**src/hw/rtl/u8enc_pkg.sv**
```systemverilog
// Shared types, constants and helper functions for the UTF-8 encoder.
// No dependencies; every other file of the encoder imports this package.
package u8enc_pkg;

    localparam int unsigned UnitWidth = 32;
    localparam int unsigned ByteWidth = 8;
    localparam int unsigned CountWidth = 3;
    localparam int unsigned QueueDepthDefault = 2;

    localparam logic [15:0] SurrogateLow = 16'hD800;
    localparam logic [15:0] SurrogateHigh = 16'hDFFF;
    localparam logic [10:0] PlaneOffset = 11'h040;

    typedef logic [ByteWidth-1:0] t_lead_table [8];
    localparam t_lead_table LeadMark = '{
        8'h00, 8'h00, 8'hC0, 8'hE0, 8'hF0, 8'hF8, 8'hFC, 8'hFE
    };

    typedef struct packed {
        logic [UnitWidth-1:0]  code_point;
        logic [CountWidth-1:0] n_bytes;
    } t_job;

    function automatic logic [CountWidth-1:0] byte_count(input logic [UnitWidth-1:0] cp);
        logic [CountWidth-1:0] n;
        if (cp < 32'h0000_0080) begin
            n = 3'd1;
        end else if (cp < 32'h0000_0800) begin
            n = 3'd2;
        end else if (cp < 32'h0001_0000) begin
            n = 3'd3;
        end else if (cp < 32'h0020_0000) begin
            n = 3'd4;
        end else if (cp < 32'h0400_0000) begin
            n = 3'd5;
        end else if (cp < 32'h8000_0000) begin
            n = 3'd6;
        end else begin
            n = 3'd7;
        end
        return n;
    endfunction

    function automatic logic [ByteWidth-1:0] encode_byte(
        input logic [UnitWidth-1:0]  cp,
        input logic [CountWidth-1:0] n,
        input logic [CountWidth-1:0] idx
    );
        logic [47:0]           ext;
        logic [CountWidth-1:0] k;
        logic [ByteWidth-1:0]  seg;
        logic [ByteWidth-1:0]  res;
        ext = {16'h0000, cp};
        k = n - idx - 3'd1;
        case (k)
            3'd0:    seg = ext[7:0];
            3'd1:    seg = ext[13:6];
            3'd2:    seg = ext[19:12];
            3'd3:    seg = ext[25:18];
            3'd4:    seg = ext[31:24];
            3'd5:    seg = ext[37:30];
            3'd6:    seg = ext[43:36];
            default: seg = '0;
        endcase
        if (idx == '0) begin
            res = seg | LeadMark[n];
        end else begin
            res = {2'b10, seg[5:0]};
        end
        return res;
    endfunction

endpackage

```
**src/hw/rtl/u8enc_unit_if.sv**
```systemverilog
// Input channel of the UTF-8 encoder: one code unit per word.
// Depends on u8enc_pkg for the field widths.
interface u8enc_unit_if import u8enc_pkg::*; ();
    logic                 valid;
    logic                 ready;
    logic [UnitWidth-1:0] code_unit;
    logic                 unit_is_final;

    modport source (output valid, output code_unit, output unit_is_final, input ready);
    modport sink (input valid, input code_unit, input unit_is_final, output ready);
endinterface

```
**src/hw/rtl/u8enc_byte_if.sv**
```systemverilog
// Output channel of the UTF-8 encoder: one encoded byte per word.
// Depends on u8enc_pkg for the field widths.
interface u8enc_byte_if import u8enc_pkg::*; ();
    logic                 valid;
    logic                 ready;
    logic [ByteWidth-1:0] utf8_byte;
    logic                 ends_code_point;

    modport source (output valid, output utf8_byte, output ends_code_point, input ready);
    modport sink (input valid, input utf8_byte, input ends_code_point, output ready);
endinterface

```
**src/hw/rtl/utf16_utf32_to_utf8_encoder.sv**
```systemverilog
// Top level of the UTF-16 / UTF-32 to UTF-8 encoder.
// Depends on u8enc_pkg, the two channel interfaces and the front, queue and back.
//
// Input channel i_unit takes one code unit per word (valid/ready). In UTF-16
// mode a surrogate is held and joined with the next unit, or dropped if final;
// in UTF-32 mode each unit is a code point. The output channel o_byte gives one
// UTF-8 byte per word, lead byte first, with ends_code_point set on the last
// byte. The user must write the mode register through i_cfg_we and i_cfg_wdata
// only while idle; the block does not enforce it. The job queue between the
// front and back ends holds jobs until their bytes go into the output register,
// and lets new units enter while earlier bytes still wait. The block takes one
// unit per cycle while code points are single bytes and the receiver takes each
// byte; a code point of n bytes holds the back end for all n bytes, made one per
// cycle when not stalled into a single output register. When the receiver
// stalls, the output word holds and the queue fills; the input ready falls only
// when the queue is full. Reset clears the mode to UTF-16, drops any held
// surrogate and empties the queue and output register.
module utf16_utf32_to_utf8_encoder import u8enc_pkg::*; #(
    parameter int unsigned QUEUE_DEPTH = QueueDepthDefault
) (
    input  logic         i_clk,
    input  logic         i_rst_n,
    input  logic         i_cfg_we,
    input  logic         i_cfg_wdata,
    u8enc_unit_if.sink   i_unit,
    u8enc_byte_if.source o_byte
);

    logic queue_full;
    logic queue_nonempty;
    logic push;
    logic pop;
    t_job push_job;
    t_job head_job;

    u8enc_front u_front (
        .i_clk        (i_clk),
        .i_rst_n      (i_rst_n),
        .i_cfg_we     (i_cfg_we),
        .i_cfg_wdata  (i_cfg_wdata),
        .i_unit       (i_unit),
        .i_queue_full (queue_full),
        .o_push       (push),
        .o_job        (push_job)
    );

    u8enc_queue #(
        .QUEUE_DEPTH (QUEUE_DEPTH)
    ) u_queue (
        .i_clk      (i_clk),
        .i_rst_n    (i_rst_n),
        .i_push     (push),
        .i_job      (push_job),
        .i_pop      (pop),
        .o_full     (queue_full),
        .o_nonempty (queue_nonempty),
        .o_head     (head_job)
    );

    u8enc_back u_back (
        .i_clk      (i_clk),
        .i_rst_n    (i_rst_n),
        .i_nonempty (queue_nonempty),
        .i_head     (head_job),
        .o_pop      (pop),
        .o_byte     (o_byte)
    );

endmodule

```
**src/hw/rtl/u8enc_front.sv**
```systemverilog
// Front end: holds the mode register and the surrogate state, turns the
// accepted units into code point jobs. Depends on u8enc_pkg and u8enc_unit_if.
module u8enc_front import u8enc_pkg::*; (
    input  logic            i_clk,
    input  logic            i_rst_n,
    input  logic            i_cfg_we,
    input  logic            i_cfg_wdata,
    u8enc_unit_if.sink      i_unit,
    input  logic            i_queue_full,
    output logic            o_push,
    output t_job            o_job
);

    logic       r_input_mode;
    logic       r_pending;
    logic [9:0] r_held;
    logic       n_pending;
    logic [9:0] n_held;
    logic       accept;
    logic       emit;
    logic [15:0] unit16;
    logic [UnitWidth-1:0] cp;
    logic [10:0] high_part;

    assign i_unit.ready = !i_queue_full;
    assign accept = i_unit.valid && i_unit.ready;
    assign unit16 = i_unit.code_unit[15:0];
    assign high_part = {1'b0, r_held} + PlaneOffset;

    always_comb begin
        n_pending = r_pending;
        n_held = r_held;
        emit = 1'b0;
        cp = i_unit.code_unit;
        if (r_input_mode) begin
            n_pending = 1'b0;
            n_held = '0;
            emit = 1'b1;
        end else if (r_pending) begin
            cp = {11'h000, high_part, unit16[9:0]};
            n_pending = 1'b0;
            n_held = '0;
            emit = 1'b1;
        end else if (unit16 < SurrogateLow || unit16 > SurrogateHigh) begin
            cp = {16'h0000, unit16};
            emit = 1'b1;
        end else if (i_unit.unit_is_final) begin
            n_held = '0;
        end else begin
            n_pending = 1'b1;
            n_held = unit16[9:0];
        end
    end

    assign o_push = accept && emit;
    assign o_job.code_point = cp;
    assign o_job.n_bytes = byte_count(cp);

    always_ff @(posedge i_clk) begin
        if (!i_rst_n) begin
            r_input_mode <= 1'b0;
            r_pending <= 1'b0;
            r_held <= '0;
        end else begin
            if (i_cfg_we) begin
                r_input_mode <= i_cfg_wdata;
            end
            if (accept) begin
                r_pending <= n_pending;
                r_held <= n_held;
            end
        end
    end

endmodule

```
**src/hw/rtl/u8enc_queue.sv**
```systemverilog
// Small register queue of code point jobs between the front and back ends.
// Depends on u8enc_pkg for the job type.
module u8enc_queue import u8enc_pkg::*; #(
    parameter int unsigned QUEUE_DEPTH = QueueDepthDefault
) (
    input  logic i_clk,
    input  logic i_rst_n,
    input  logic i_push,
    input  t_job i_job,
    input  logic i_pop,
    output logic o_full,
    output logic o_nonempty,
    output t_job o_head
);

    localparam int unsigned PtrWidth = (QUEUE_DEPTH > 1) ? $clog2(QUEUE_DEPTH) : 1;
    localparam int unsigned CntWidth = $clog2(QUEUE_DEPTH + 1);
    localparam logic [PtrWidth-1:0] LastPtr = PtrWidth'(QUEUE_DEPTH - 1);

    t_job                r_mem [QUEUE_DEPTH];
    logic [PtrWidth-1:0] r_wr_ptr;
    logic [PtrWidth-1:0] r_rd_ptr;
    logic [CntWidth-1:0] r_count;
    logic                do_push;
    logic                do_pop;

    assign o_full = r_count == CntWidth'(QUEUE_DEPTH);
    assign o_nonempty = r_count != '0;
    assign o_head = r_mem[r_rd_ptr];
    assign do_push = i_push && !o_full;
    assign do_pop = i_pop && o_nonempty;

    always_ff @(posedge i_clk) begin
        if (do_push) begin
            r_mem[r_wr_ptr] <= i_job;
        end
    end

    always_ff @(posedge i_clk) begin
        if (!i_rst_n) begin
            r_wr_ptr <= '0;
            r_rd_ptr <= '0;
            r_count <= '0;
        end else begin
            if (do_push) begin
                r_wr_ptr <= (r_wr_ptr == LastPtr) ? '0 : r_wr_ptr + 1'b1;
            end
            if (do_pop) begin
                r_rd_ptr <= (r_rd_ptr == LastPtr) ? '0 : r_rd_ptr + 1'b1;
            end
            if (do_push && !do_pop) begin
                r_count <= r_count + 1'b1;
            end else if (do_pop && !do_push) begin
                r_count <= r_count - 1'b1;
            end
        end
    end

endmodule

```
**src/hw/rtl/u8enc_back.sv**
```systemverilog
// Back end: walks the head job byte by byte into a registered output word.
// Depends on u8enc_pkg and u8enc_byte_if.
module u8enc_back import u8enc_pkg::*; (
    input  logic        i_clk,
    input  logic        i_rst_n,
    input  logic        i_nonempty,
    input  t_job        i_head,
    output logic        o_pop,
    u8enc_byte_if.source o_byte
);

    logic [CountWidth-1:0] r_idx;
    logic                  r_valid;
    logic [ByteWidth-1:0]  r_byte;
    logic                  r_last;
    logic                  load;
    logic                  is_last;

    assign load = i_nonempty && (!r_valid || o_byte.ready);
    assign is_last = r_idx == i_head.n_bytes - 3'd1;
    assign o_pop = load && is_last;

    assign o_byte.valid = r_valid;
    assign o_byte.utf8_byte = r_byte;
    assign o_byte.ends_code_point = r_last;

    always_ff @(posedge i_clk) begin
        if (load) begin
            r_byte <= encode_byte(i_head.code_point, i_head.n_bytes, r_idx);
            r_last <= is_last;
        end
    end

    always_ff @(posedge i_clk) begin
        if (!i_rst_n) begin
            r_valid <= 1'b0;
            r_idx <= '0;
        end else begin
            if (load) begin
                r_valid <= 1'b1;
                r_idx <= is_last ? '0 : r_idx + 3'd1;
            end else if (o_byte.ready) begin
                r_valid <= 1'b0;
            end
        end
    end

endmodule
```
**src/flat_wrapper.sv**
```systemverilog
// flat-port wrapper written by rule: the top's interface ports become plain ports
module utf16_utf32_to_utf8_encoder_flat import u8enc_pkg::*;
#(
    parameter int unsigned QUEUE_DEPTH = QueueDepthDefault
)
  (i_clk, i_rst_n, i_cfg_we, i_cfg_wdata, i_unit_valid, i_unit_code_unit, i_unit_unit_is_final, i_unit_ready, o_byte_valid, o_byte_utf8_byte, o_byte_ends_code_point, o_byte_ready);
  u8enc_unit_if i_unit_i ();
  u8enc_byte_if o_byte_i ();
  input  logic i_clk;
  input  logic i_rst_n;
  input  logic i_cfg_we;
  input  logic i_cfg_wdata;
  input wire logic [$bits(i_unit_i.valid)-1:0] i_unit_valid;
  input wire logic [$bits(i_unit_i.code_unit)-1:0] i_unit_code_unit;
  input wire logic [$bits(i_unit_i.unit_is_final)-1:0] i_unit_unit_is_final;
  output wire logic [$bits(i_unit_i.ready)-1:0] i_unit_ready;
  output wire logic [$bits(o_byte_i.valid)-1:0] o_byte_valid;
  output wire logic [$bits(o_byte_i.utf8_byte)-1:0] o_byte_utf8_byte;
  output wire logic [$bits(o_byte_i.ends_code_point)-1:0] o_byte_ends_code_point;
  input wire logic [$bits(o_byte_i.ready)-1:0] o_byte_ready;
  assign i_unit_i.valid = i_unit_valid;
  assign i_unit_i.code_unit = i_unit_code_unit;
  assign i_unit_i.unit_is_final = i_unit_unit_is_final;
  assign i_unit_ready = i_unit_i.ready;
  assign o_byte_valid = o_byte_i.valid;
  assign o_byte_utf8_byte = o_byte_i.utf8_byte;
  assign o_byte_ends_code_point = o_byte_i.ends_code_point;
  assign o_byte_i.ready = o_byte_ready;
  utf16_utf32_to_utf8_encoder #(.QUEUE_DEPTH(QUEUE_DEPTH)) u_core (.i_clk(i_clk), .i_rst_n(i_rst_n), .i_cfg_we(i_cfg_we), .i_cfg_wdata(i_cfg_wdata), .i_unit(i_unit_i), .o_byte(o_byte_i));
endmodule
```
**config.mk**
```make
export PLATFORM = sky130hd
export DESIGN_NAME = utf16_utf32_to_utf8_encoder_flat
export DESIGN_NICKNAME = d
export VERILOG_FILES = /design/src/hw/rtl/u8enc_pkg.sv /design/src/hw/rtl/u8enc_unit_if.sv /design/src/hw/rtl/u8enc_byte_if.sv /design/src/hw/rtl/utf16_utf32_to_utf8_encoder.sv /design/src/hw/rtl/u8enc_front.sv /design/src/hw/rtl/u8enc_queue.sv /design/src/hw/rtl/u8enc_back.sv /design/src/flat_wrapper.sv
export SDC_FILE = /design/constraint.sdc
export NUM_CORES = 1
export LEC_CHECK = 0
export ABC_AREA = 1
export BUFFER_PORTS_ARGS = -buffer_cell sky130_fd_sc_hd__buf_4
export CORE_UTILIZATION = 40
export CTS_CLUSTER_SIZE = 25
export DETAILED_ROUTE_END_ITERATION = 7
export HOLD_SLACK_MARGIN = 0.02
export SLEW_MARGIN = 20
export SYNTH_ARGS = -nofsm -noshare
export SYNTH_HDL_FRONTEND = slang
export SYNTH_HIERARCHICAL = 1
export SYNTH_SLANG_ARGS = --single-unit
```
**constraint.sdc**
```tcl
create_clock -name i_clk -period 8.3 [get_ports i_clk]
set_clock_uncertainty 0.2 [all_clocks]
set_input_delay 0.415 -clock i_clk [delete_from_list [all_inputs] [get_ports i_clk]]
set_output_delay 0.415 -clock i_clk [all_outputs]
set_load 0.02 [all_outputs]
```
# Word-level counts from Yosys, hierarchy flattened
# Memories as Yosys holds them, arrays and structs flattened. A register that Yosys moved wholly into a read port is not among the register bits.
# Cells that the tools add are included.
totals:
  regBits: 29
  mem_bits_rw: 70
  rom_bits: 64
  input_bits: 39
  output_inout_bits: 11
  word_cells: 97
  memories: 2
mem_list:
  columns: ["name", "words", "width", "read_ports", "rd_clocked_by_memory_dff", "wr", "line", "rtl"]
  rows:
  - ["u_core.u_queue.r_mem", 2, 35, 1, 1, 1, "u8enc_queue.sv:20", "t_job r_mem [QUEUE_DEPTH];"]
  - ["(name not given)", 8, 8, 1, 0, 0, "u8enc_pkg.sv:66", "res = seg | LeadMark[n];"]
op_classes:
  add_sub_neg: 9
  magnitude_cmp: 9
  n_eq_ne: 8
  n_mux: 36
  bitwise: 2
  n_reduce_logical: 20
op_table:
  columns: ["cell", "count"]
  rows:
  - ["two-way mux 32 bit", 3]
  - ["case mux 8 bit (6 select lines)", 1]
  - ["two-way mux 10 bit", 4]
  - ["< comparator 32 x 12 -> 1 bit (second input constant)", 1]
  - ["< comparator 32 x 17 -> 1 bit (second input constant)", 1]
  - ["< comparator 32 x 22 -> 1 bit (second input constant)", 1]
  - ["< comparator 32 x 27 -> 1 bit (second input constant)", 1]
  - ["< comparator 32 bit (second input constant)", 1]
  - ["< comparator 32 x 8 -> 1 bit (second input constant)", 1]
  - ["two-way mux 8 bit", 3]
  - ["> comparator 16 bit (second input constant)", 1]
  - ["< comparator 16 bit (second input constant)", 1]
  - ["two-way mux 1 bit", 16]
  - ["two-way mux 3 bit", 4]
  - ["adder 10 x 7 -> 11 bit (second input constant)", 1]
  - ["logical AND 1 bit", 8]
  - ["two-way mux 2 bit", 4]
  - ["bitwise OR 8 bit", 1]
  - ["== test 3 x 2 -> 1 bit (second input constant)", 2]
  - ["== test 3 bit (second input constant)", 2]
  - ["zero test 3 bit", 2]
  - ["two-way mux 6 bit", 1]
  - ["nonzero test 2 bit", 3]
  - ["subtractor 3 x 1 -> 3 bit (second input constant)", 2]
  - ["14 further kinds", 19]

# Logic depth before layout (Yosys ltp)
# Gate-level depths: netlist of run 1.
logic_depth:
  ltp_word: 12
  mapped_depth: 19

# Cells and area by module
# The synthesis of run 1 kept the hierarchy.
by_module_without_submodules:
  columns: ["mod", "n_inst", "cells_each", "area_each_um2", "seq_area_each_um2"]
  rows:
  - ["u8enc_queue", 1, 146, 2925.3, 2202.1]
  - ["u8enc_back", 1, 165, 1089.8, 350.3]
  - ["u8enc_front", 1, 174, 1003.5, 240.2]

# Least setup slack after synthesis of run 1
# No wires, ideal clock.
synth_path:
  kind: "register -> register"
  from: "register u_core.u_queue.r_count[1]"
  to: "memory u_core/u_queue/r_mem[1][0] (netlist name), enable pin"
  t_arrival_ns: 2.479
  required_time_ns: 7.673
  path_slack_ns: 5.194
  path_stages_with_launch: 10
  path_buffers: 0
  synth_period_minus_slack_ns: 3.106
  cell_sequence: "dfxtp_1 > inv_1 > nor2_1 > inv_1 > nand2_1 > inv_1 > o21ai_0 > inv_1 > o21ai_2 > nor2_1"
synth_between:
  elab_chain_cells: 7
synth_rtl:
  columns: ["item", "line", "rtl"]
  rows:
  - ["start: declaration", "u8enc_queue.sv:23", "logic [CntWidth-1:0] r_count;"]
  - ["start signal: assignment", "u8enc_queue.sv:52", "r_count <= r_count + 1'b1;"]
  - ["start signal: assignment", "u8enc_queue.sv:54", "r_count <= r_count - 1'b1;"]
  - ["== test 2 bit", "u8enc_queue.sv:27", "assign o_full = r_count == CntWidth'(QUEUE_DEPTH);"]
  - ["via u_core.queue_full", "utf16_utf32_to_utf8_encoder.sv:29", "logic queue_full;"]
  - ["zero test 1 bit", "u8enc_front.sv:25", "assign i_unit.ready = !i_queue_full;"]
  - ["via i_unit_ready", "flat_wrapper.sv:16", "output wire logic [$bits(i_unit_i.ready)-1:0] i_unit_ready;"]
  - ["logical AND 1 bit", "u8enc_front.sv:26", "assign accept = i_unit.valid && i_unit.ready;"]
  - ["logical AND 1 bit", "u8enc_front.sv:55", "assign o_push = accept && emit;"]
  - ["via u_core.push", "utf16_utf32_to_utf8_encoder.sv:31", "logic push;"]
  - ["logical AND 1 bit", "u8enc_queue.sv:30", "assign do_push = i_push && !o_full;"]
  - ["two-way mux 1 bit", "u8enc_queue.sv:34", "if (do_push) begin"]
  - ["two-way mux 1 bit (implied by the code)", "u8enc_queue.sv:35", "r_mem[r_wr_ptr] <= i_job;"]
  - ["end: declaration", "u8enc_queue.sv:20", null]
# The timed path passes the listed nets, and every way through them passes these cells.

==> results.sh, run 1 <==
export IMPL_synth_common_cells="nand2_1, edfxtp_1, inv_1"
export IMPL_ant_nets=0
export IMPL_dpl_hpwl_um=7480
export IMPL_rsz0062_at_grt="false"
export IMPL_ioPinCount=50
export IMPL_ys_flop_type="edfxtp_1"
export IMPL_required_ns=8.38
export IMPL_synthCells=485
export IMPL_worstSetupStartpointType="flop"
export IMPL_placed_area_um2=5430
export IMPL_synth_cell_type_count=35
export IMPL_cap_viol_max_count=0
export IMPL_vias=3372
export IMPL_hp_class="in2reg"
export IMPL_slew_headroom_pct=34.5
export IMPL_crit_arrival_ns=3.38
export IMPL_syn_nets=533
export IMPL_cts_resized=0
export IMPL_place_gp_congestion=0.906
export IMPL_cts_root_buf="clkbuf_16"
export IMPL_cts_hold_buf=0
export IMPL_final_area_um2=5740
export IMPL_synth_top_area_share_pct=47.3
export IMPL_period_share_pct=39.7
export IMPL_cts_buffers=9
export IMPL_grt_pass1_vias=3271
export IMPL_synth_seq_area_share_pct=55.6
export IMPL_p_leak_nw=2.42
export IMPL_clk_latency_ns=0.34
export IMPL_cts_reportedPaths_clkPinSlew_ns=0.07
export IMPL_gr_total_overflow=0
export IMPL_antennaDiodeCount=0
export IMPL_drcViolationCount=0
export IMPL_ys_ff_latch=100
export IMPL_synth_warnings=6
export IMPL_clock_sinks=100
export IMPL_grt_pass1_wl_um=16000
export IMPL_fin_setup_tns_ns=0
export IMPL_synth_area_leaders="edfxtp_1, mux2_4, nand2_1"
export IMPL_cts_buffer_depth=2
export IMPL_die_w_um=114
export IMPL_ir_worst_vdd_mv=0.131
export IMPL_synth_edff_count=79
export IMPL_rows=40
export IMPL_routed_wl_um=10100
export IMPL_area_growth_pct=14.3
export IMPL_cts_tree="done"
export IMPL_wl_per_cell_um=14.5
export IMPL_yosysMostFrequentCell="nand2_1"
export IMPL_critical_path_class="reg2reg"
export IMPL_grt_max_degree=36
export IMPL_syn_area_um2=5020
export IMPL_syn_area_per_cell_um2=10.3
export IMPL_endpoint_kind="flop"
export IMPL_ctsHtreeMaxLevel=3
export IMPL_fin_crit_ns=3.30
export IMPL_antenna_found_initial=0
export IMPL_vias_per_cell=4.81
export IMPL_powerDensity_nw_per_um2=303
export IMPL_nets=576
export IMPL_die_area_um2=13000
export IMPL_cts_setup_buffers=0
export IMPL_synthArstFlopShare_pct=0
export IMPL_core_area_um2=12100
export IMPL_setup_violations_final=0
export IMPL_status="complete, no violations"
export IMPL_drtIter0Drc=165
export IMPL_yosys_area_top_type="edfxtp_1"
export IMPL_track_usage_pct=16.4
export IMPL_dr_pass1_iters=4
export IMPL_final_max_slew_violation_count=0
export IMPL_hold_viol_final=0
export IMPL_die_y_um=114
export IMPL_clock_fmax_mhz=303
export IMPL_critPathMaxFanout=35
export IMPL_drive_gt1_share_pct=24.6
export IMPL_tightest_slew_ns=0.974
export IMPL_start_util_pct=41.4
export IMPL_port_buffers=49
worst max-delay path: stages, from the launching register on:
cell     delay (ns)
dfxtp_4        0.77
mux2_4         0.39
inv_1          0.11
ha_1           0.15
inv_1          0.04
ha_1           0.28
or2_2          0.28
nand3_1        0.15
nor2_1         0.06
o21a_1         0.14
inv_1          0.06
ha_1           0.25
inv_1          0.09
nand3_1        0.08
nand2_1        0.06
inv_1          0.03
nor2_1         0.09
cells in the final DEF, fill, tap and decap left out, types with 6 or more instances in the layout:
cell	synthesis	final
nand4_1	6	6
ha_1	8	8
o21ai_0	11	11
edfxtp_1	79	79
nor2_1	49	47
inv_2	8	8
a21oi_1	14	14
nand2_1	114	114
mux2_4	30	30
nand3_1	32	32
buf_4	11	51
dfxtp_1	21	20
clkbuf_16	0	10
inv_1	57	57
per-layer routing:
layer / global-route usage, % / share of wire (%) / vias to the layer above
met5: 0 / 0 / -
met4: 6.75 / 1.5 / 0
met3: 2.60 / 4.2 / 11
met2: 27.5 / 50 / 82
met1: 21.3 / 45 / 1591
li1: - / - / 1688
report_power, final:
part	internal (W)	total, W	switching (W)
clock	0.000239	0.000417	0.000179
sequential	0.000672	0.000715	0.0000424
combinational	0.000224	0.000608	0.000384
cell families (layout without fill, tap and decap cells):
| kind of cell | after synthesis | after routing | share of synthesized area [%] |
|---|---|---|---|
| adders and majority gates | 9 | 9 | 2.39 |
| buffers and inverters | 85 | 133 | 8.80 |
| muxes | 35 | 35 | 10.1 |
| AOI/OAI and AO/OA | 40 | 40 | 4.69 |
| DFF | 100 | 100 | 55.6 |
| and+or+nand+nor | 216 | 216 | 18.4 |
sequential cells by signal (all words and copies together), names as in the netlist, named ones only:
name                                  count
u_core/u_front/r_input_mode               1
u_core/u_front/r_pending                  1
u_core/u_queue/r_count                    2
u_core/u_back/o_byte.utf8_byte            8
u_core/u_back/r_idx                       3
u_core/u_queue/r_wr_ptr                   1
u_core/u_queue/r_rd_ptr                   1
u_core/u_queue/r_mem                     70
u_core/u_back/o_byte.ends_code_point      1
u_core/u_front/r_held                    10
u_core/u_back/o_byte.valid                1
final timing paths:
| check | from | slack [ns] | depth (start not counted) | end |
|---|---|---|---|---|
| worst max register to register | flop | 5.00 | 16 | u_core/u_queue/r_count[1] |
| worst min register to register | u_core/u_front/r_held[2] | 0.27 | 2 | u_core/u_front/r_held[2] |
| worst min-delay path | i_unit_code_unit[1] | 0.06 | 1 | u_core/u_queue/r_mem[0][4] |
| worst max-delay path | flop | 5.00 | 16 | u_core/u_queue/r_count[1] |
metrics by stage:
step | hold slack (ns) | total power [W] | setup WS (ns) | util (%) | std cells
after floorplan | 0.242 | 0.00116 | 5.19 | - | 485
after global placement | 0.254 | 0.00132 | 4.78 | 44.8 | 685
after detailed placement | 0.258 | 0.00133 | 4.67 | 44.8 | 685
after CTS | 0.0444 | 0.00175 | 4.65 | 47.3 | 701
after global routing | 0.0507 | 0.00184 | 4.85 | 47.4 | 701
final | 0.0597 | 0.00174 | 5.00 | 47.4 | 701
final cells by class:
cell class	instances	area, µm²
fillers	1144	6380
flip-flops and latches	100	2800
multi-input cells	300	1790
repair buffers	51	383
clock buffers	12	278
inverters	66	250
well taps	168	210
clock inverters	4	28.8
Power figures use the tool's default switching activity.
==> inputs of run 2 (changes only) <==
- ABC_AREA: 1 -> 0
- clock period: 8.3 -> 3.35 ns (I/O delays scaled with it)
==> run 2 against run 1 <==
  * Die area down 3.4%
  * Maximum frequency up 5.4%
  * Register-to-register slack worse by 4.8 ns
  * Wire length up 0.14%
  * Setup slack worse by 4.8 ns
  * Worst hold slack worse by 0.023 ns
  * Design area up 2.5%
  * Sequential share of layout area down 1.2 points
  * Area after synthesis down 3.4%
  * Sequential power up 150%
  * The flow now finishes with violations (DRC)
  * Critical path type unchanged
==> results.sh, run 2 <==
export IMPL_synth_top_area_share_pct=49.0
export IMPL_drive_gt1_share_pct=28.7
export IMPL_ant_nets=0
export IMPL_top_register="u_core/u_queue/r_mem"
export IMPL_synth_common_cells="edfxtp_1, mux2_2, dfxtp_1, inv_1, nand2_1"
export IMPL_dr_pass1_iters=6
export IMPL_start_util_pct=41.7
export IMPL_fin_crit_ns=3.13
export IMPL_ir_worst_vdd_mv=0.268
export IMPL_cts_reportedPaths_clkPinSlew_ns=0.07
export IMPL_final_max_slew_violation_count=0
export IMPL_synth_warnings=6
export IMPL_required_ns=3.43
export IMPL_cts_buffers=9
export IMPL_min_from="i_unit_code_unit[12]"
export IMPL_yosysMostFrequentCell="edfxtp_1"
export IMPL_ctsHtreeMaxLevel=3
export IMPL_synth_area_leaders="edfxtp_1, mux2_2, dfxtp_1"
export IMPL_powerDensity_nw_per_um2=723
export IMPL_critPathMaxStageDelay_ns=0.38
export IMPL_clock_sinks=100
export IMPL_die_y_um=112
export IMPL_period_share_pct=93.3
export IMPL_final_util_pct=50.6
export IMPL_port_buffers=49
export IMPL_vias=3092
export IMPL_synthCells=367
export IMPL_antenna_found_initial=0
export IMPL_syn_area_per_cell_um2=13.2
export IMPL_fillers=1041
export IMPL_final_common_cell="edfxtp_1"
export IMPL_crit_chain="mux2_2, inv_1, ha_1, inv_1, ha_1, xnor2_1, or3_1, nor2_1, o21ai_1, ha_1, or3_1, a21boi_1"
export IMPL_tightest_slew_ns=0.767
export IMPL_setup_violations_final=0
export IMPL_die_area_um2=12600
export IMPL_path_buf_inv=2
export IMPL_synth_edff_count=79
export IMPL_antennaDiodeCount=0
export IMPL_grt_pass1_wl_um=16500
export IMPL_nets=485
export IMPL_core_area_um2=11600
export IMPL_placedCellCount=540
export IMPL_grt_pass1_vias=3155
export IMPL_clock_fmax_mhz=320
export IMPL_worst_path_max_delay_cell="mux2_2"
export IMPL_synth_cell_type_count=63
export IMPL_hold_viol_final=0
export IMPL_violations="DRC"
export IMPL_ys_ff_latch=100
export IMPL_clk_latency_ns=0.35
export IMPL_dpl_hpwl_um=7040
export IMPL_cts_setup_buffers=0
export IMPL_cts_tree="done"
export IMPL_grt_max_degree=33
export IMPL_vias_per_cell=5.29
export IMPL_crit_family="simple AND/OR/NAND/NOR gates"
export IMPL_ioPinCount=50
export IMPL_gr_total_overflow=0
export IMPL_cap_viol_max_count=0
export IMPL_worstSetupStartpointType="flop"
export IMPL_wl_per_cell_um=17.4
export IMPL_fin_cells=585
export IMPL_synthArstFlopShare_pct=0
export IMPL_track_usage_pct=17.5
export IMPL_endpoint_kind="flop"
export IMPL_cts_root_buf="clkbuf_16"
export IMPL_ys_flop_type="edfxtp_1"
export IMPL_final_cell_mix="edfxtp_1, buf_4, mux2_2"
export IMPL_fin_setup_tns_ns=0
export IMPL_die_w_um=112
export IMPL_p_leak_nw=2.15
export IMPL_routed_wl_um=10200
export IMPL_critical_path_class="reg2reg"
export IMPL_slew_headroom_pct=48.8
export IMPL_largest_reg_flops=70
export IMPL_syn_nets=415
export IMPL_status="finished, violations left"
export IMPL_cts_buffer_depth=2
export IMPL_critPathMostFrequentCell="ha_1"
export IMPL_yosys_area_top_type="edfxtp_1"
export IMPL_critPathMaxFanout=4
export IMPL_area_growth_pct=21.4
export IMPL_drcViolationCount=1
export IMPL_rows=39
export IMPL_synth_seq_area_share_pct=57.6
export IMPL_syn_area_um2=4850
export IMPL_rsz0062_at_grt="false"
export IMPL_drtIter0Drc=175
export IMPL_crit_arrival_ns=3.21
export IMPL_hp_class="in2reg"
export IMPL_place_gp_congestion=0.794
==> run 2: changes by cell type after synthesis, moves of 25 or more <==
cell | previous run | this run
inv_1 | 57 | 21
mux2_4 | 30 | 1
mux2_2 | 5 | 38
nand3_1 | 32 | 7
nand2_1 | 114 | 18
nor2_1 | 49 | 14
==> run 2: final timing paths <==
| path | cells past startpoint | endpoint | slack, ns |
|---|---|---|---|
| worst min-delay path | 2 | u_core/u_queue/r_mem[0][15] | 0.04 |
| worst max register to register | 12 | u_core/u_queue/r_count[1] | 0.22 |
| worst min register to register | 2 | u_core/u_front/r_held[2] | 0.30 |
| worst max-delay path | 12 | u_core/u_queue/r_count[1] | 0.22 |
==> run 2: report_power, final <==
group | internal (W) | switching, W
Sequential | 0.00168 | 0.0000775
Combinational | 0.000686 | 0.000816
Clock | 0.000516 | 0.000478
Total | 0.00288 | 0.00137
==> run 2: stage by stage <==
step	hold slack (ns)	instance area, µm²	setup WS (ns)	power [W]
2_1_floorplan	0.0851	4850	0.112	0.00283
3_3_place_gp	0.166	5310	0.278	0.00326
3_5_place_dp	0.171	5310	0.174	0.00327
4_1_cts	0.0256	5880	0.153	0.00429
5_1_grt	0.0339	5880	0.000498	0.00449
6_report	0.0366	5880	0.224	0.00425
==> run 2: worst reg2reg max path, stage by stage, from the launching register on <==
cell and delay (ns):
dfxtp_2 0.36, mux2_2 0.38, inv_1 0.13, ha_1 0.17, inv_1 0.04, ha_1 0.27, xnor2_1 0.12, or3_1 0.34
nor2_1 0.10, o21ai_1 0.10, ha_1 0.35, or3_1 0.36, a21boi_1 0.14
==> run 2: repair_timing <==
action                     4_1_cts  5_1_grt
hold buffers                    29        0
resized for setup                0        1
setup endpoints to repair        0        1
hold endpoints to repair        67        0
==> run 2: final cells by class <==
class                   instances  area (µm²)  share of cell area, %
inverters                      22        82.6                   1.40
well taps                     143         179                   3.04
repair buffers                 84         728                   12.4
clock inverters                 7        56.3                  0.957
clock buffers                   9         225                   3.83
multi-input cells             220        1820                   30.9
flip-flops and latches        100        2790                   47.5
==> run 2: cells by family after synthesis <==
kind of cell / synth area share [%]
fa+ha+maj: 2.48
xor+xnor: 2.50
simple gates: 9.99
flops: 57.6
compound gates: 9.17
buf+inv: 5.03
mux: 13.2
==> run 2: metal layers <==
| layer | vias up | global-route usage [%] | wire [µm] | part of all wire [%] |
|---|---|---|---|---|
| li1 | 1492 | - | - | - |
| met3 | 12 | 2.59 | 317 | 3.1 |
| met2 | 69 | 29.3 | 5040 | 50 |
| met5 | - | 0 | 0 | 0 |
| met4 | 0 | 6.93 | 150 | 1.5 |
| met1 | 1519 | 23.1 | 4650 | 46 |
==> inputs of run 3 (changes only) <==
- CORE_ASPECT_RATIO: not set -> 1.2
- CORE_UTILIZATION: 40 -> 45
==> run 3 against run 2 <==
  * Wire length down 3.9%
  * Register-to-register slack is essentially flat
  * Clock power decreased by 4.8%
  * Die area decreased by 11%
  * Critical endpoint unchanged
  * Critical path type unchanged
  * Largest cell class unchanged
  * Design area fell by 0.83%
  * The run now ends clean
==> results.sh, run 3 (synthesis results as in run 2) <==
export IMPL_ioPinCount=50
export IMPL_track_usage_pct=18.7
export IMPL_die_area_um2=11200
export IMPL_cts_root_buf="clkbuf_16"
export IMPL_critPathMaxFanout=6
export IMPL_hp_class="in2reg"
export IMPL_clk_latency_ns=0.33
export IMPL_r2r_slack_ns=0.22
export IMPL_final_max_slew_violation_count=0
export IMPL_rr_worst_depth=12
export IMPL_cp_endpoint="u_core/u_queue/r_count[1]"
export IMPL_vias_per_cell=5.40
export IMPL_drtIter0Drc=92
export IMPL_cts_buffer_depth=2
export IMPL_powerDensity_nw_per_um2=719
export IMPL_crit_family="simple AND/OR/NAND/NOR gates"
export IMPL_cts_reportedPaths_clkPinSlew_ns=0.07
export IMPL_ctsHtreeMaxLevel=3
export IMPL_fillers=875
export IMPL_core_area_um2=10500
export IMPL_routed_wl_um=9760
export IMPL_drive_gt1_share_pct=28.6
export IMPL_dr_pass1_iters=4
export IMPL_gr_total_overflow=0
export IMPL_status="complete, no violations"
export IMPL_clock_sinks=100
export IMPL_final_common_cell="edfxtp_1"
export IMPL_critical_path_class="reg2reg"
export IMPL_reg2reg_to="u_core/u_queue/r_count[1]"
export IMPL_rsz0062_at_grt="false"
export IMPL_tightest_slew_ns=0.770
export IMPL_port_buffers=49
export IMPL_cap_viol_max_count=0
export IMPL_worstSetupStartpointType="flop"
export IMPL_p_leak_nw=2.12
export IMPL_endpoint_kind="flop"
export IMPL_die_y_um=116
export IMPL_dpl_hpwl_um=7050
export IMPL_worst_path_max_delay_cell="dfxtp_4"
export IMPL_hold_viol_final=0
export IMPL_fin_crit_ns=3.13
export IMPL_rows=41
export IMPL_top_register="u_core/u_queue/r_mem"
export IMPL_die_w_um=96.7
export IMPL_crit_chain="mux2_2, inv_2, ha_1, inv_1, ha_1, xnor2_1, or3_1, nor2_1, o21ai_1, ha_1, or3_1, a21boi_1"
export IMPL_setup_violations_final=0
export IMPL_whs_ns=0.0330
export IMPL_grt_pass1_wl_um=15800
export IMPL_path_buf_inv=2
export IMPL_nets=484
export IMPL_grt_max_degree=36
export IMPL_grt_pass1_vias=3077
export IMPL_period_share_pct=93.4
export IMPL_critPathMaxStageDelay_ns=0.38
export IMPL_ant_nets=0
export IMPL_required_ns=3.42
export IMPL_ir_worst_vdd_mv=0.322
export IMPL_place_gp_congestion=0.785
export IMPL_clock_fmax_mhz=320
export IMPL_drcViolationCount=0
export IMPL_area_growth_pct=20.3
export IMPL_antenna_found_initial=0
export IMPL_fin_setup_tns_ns=0
export IMPL_crit_arrival_ns=3.20
export IMPL_cts_tree="done"
export IMPL_cts_buffers=9
export IMPL_slew_headroom_pct=48.5
export IMPL_largest_reg_flops=70
export IMPL_start_util_pct=46.1
export IMPL_total_power_w=0.00419
export IMPL_final_cell_mix="edfxtp_1, buf_4, mux2_2"
export IMPL_cp_depth=12
export IMPL_critPathMostFrequentCell="ha_1"
export IMPL_wl_per_cell_um=17.1
export IMPL_vias=3076
export IMPL_cts_setup_buffers=0
export IMPL_antennaDiodeCount=0
## run 3: power by group
| group | internal [W] | leakage, nW | switching [W] |
|---|---|---|---|
| Combinational | 0.000679 | 1.09 | 0.000806 |
| Clock | 0.000525 | 0.122 | 0.000422 |
| Sequential | 0.00168 | 0.912 | 0.0000770 |
| Total | 0.00289 | 2.12 | 0.00130 |
## run 3: layout make-up
class	count	area, µm²	share of cell area, %
clock inverters	3	22.5	0.386
repair buffers	83	703	12.1
clock buffers	13	250	4.29
flip-flops and latches	100	2800	48.0
multi-input cells	220	1820	31.1
inverters	22	82.6	1.42
well taps	129	161	2.77
## run 3: metrics by stage
stage | cells | utilization [%] | cell area [µm²] | setup WS (ns)
after floorplan | 367 | - | 4850 | 0.112
after global placement | 527 | 50.3 | 5290 | 0.210
after detailed placement | 527 | 50.3 | 5290 | 0.0752
after CTS | 570 | 55.4 | 5830 | 0.0424
after global routing | 570 | 55.5 | 5830 | 0.0546
final | 570 | 55.5 | 5830 | 0.222
## run 3: repair_timing
item	in CTS	in global routing
endpoints found under the hold margin	62	0
setup endpoints to repair	0	1
resized for setup	0	3
hold buffers	27	0
## run 3: how the worst min path moves through the flow
stage	start	end	slack (ns)	cells after the start
CTS	i_unit_code_unit[21]	u_core/u_queue/r_mem[1][24]	0.03	2
finish	i_unit_code_unit[21]	u_core/u_queue/r_mem[0][24]	0.03	2
detailed placement	i_unit_code_unit[6]	u_core/u_queue/r_mem[1][9]	0.17	1
global route	i_unit_code_unit[27]	u_core/u_queue/r_mem[1][30]	0.04	2
floorplan	i_rst_n	u_core/u_queue/r_wr_ptr	0.09	1
global placement	i_unit_code_unit[3]	u_core/u_queue/r_mem[0][6]	0.17	1
## run 3: worst reg2reg max path, delay by kind of cell (launching register included)
kind	cells	cell delay (ns)
compound gates	2	0.25
xor+xnor	1	0.12
fa+ha+maj	3	0.77
buf+inv	2	0.14
flops	1	0.38
mux	1	0.38
simple gates	3	0.82
## run 3: layer usage
layer	global-route usage (%)	up-vias	part of all wire, %
li1	-	1495	-
met1	22.2	1498	43
met2	33.1	64	51
met3	2.90	19	2.8
met4	9.85	0	2.9
met5	0	-	0
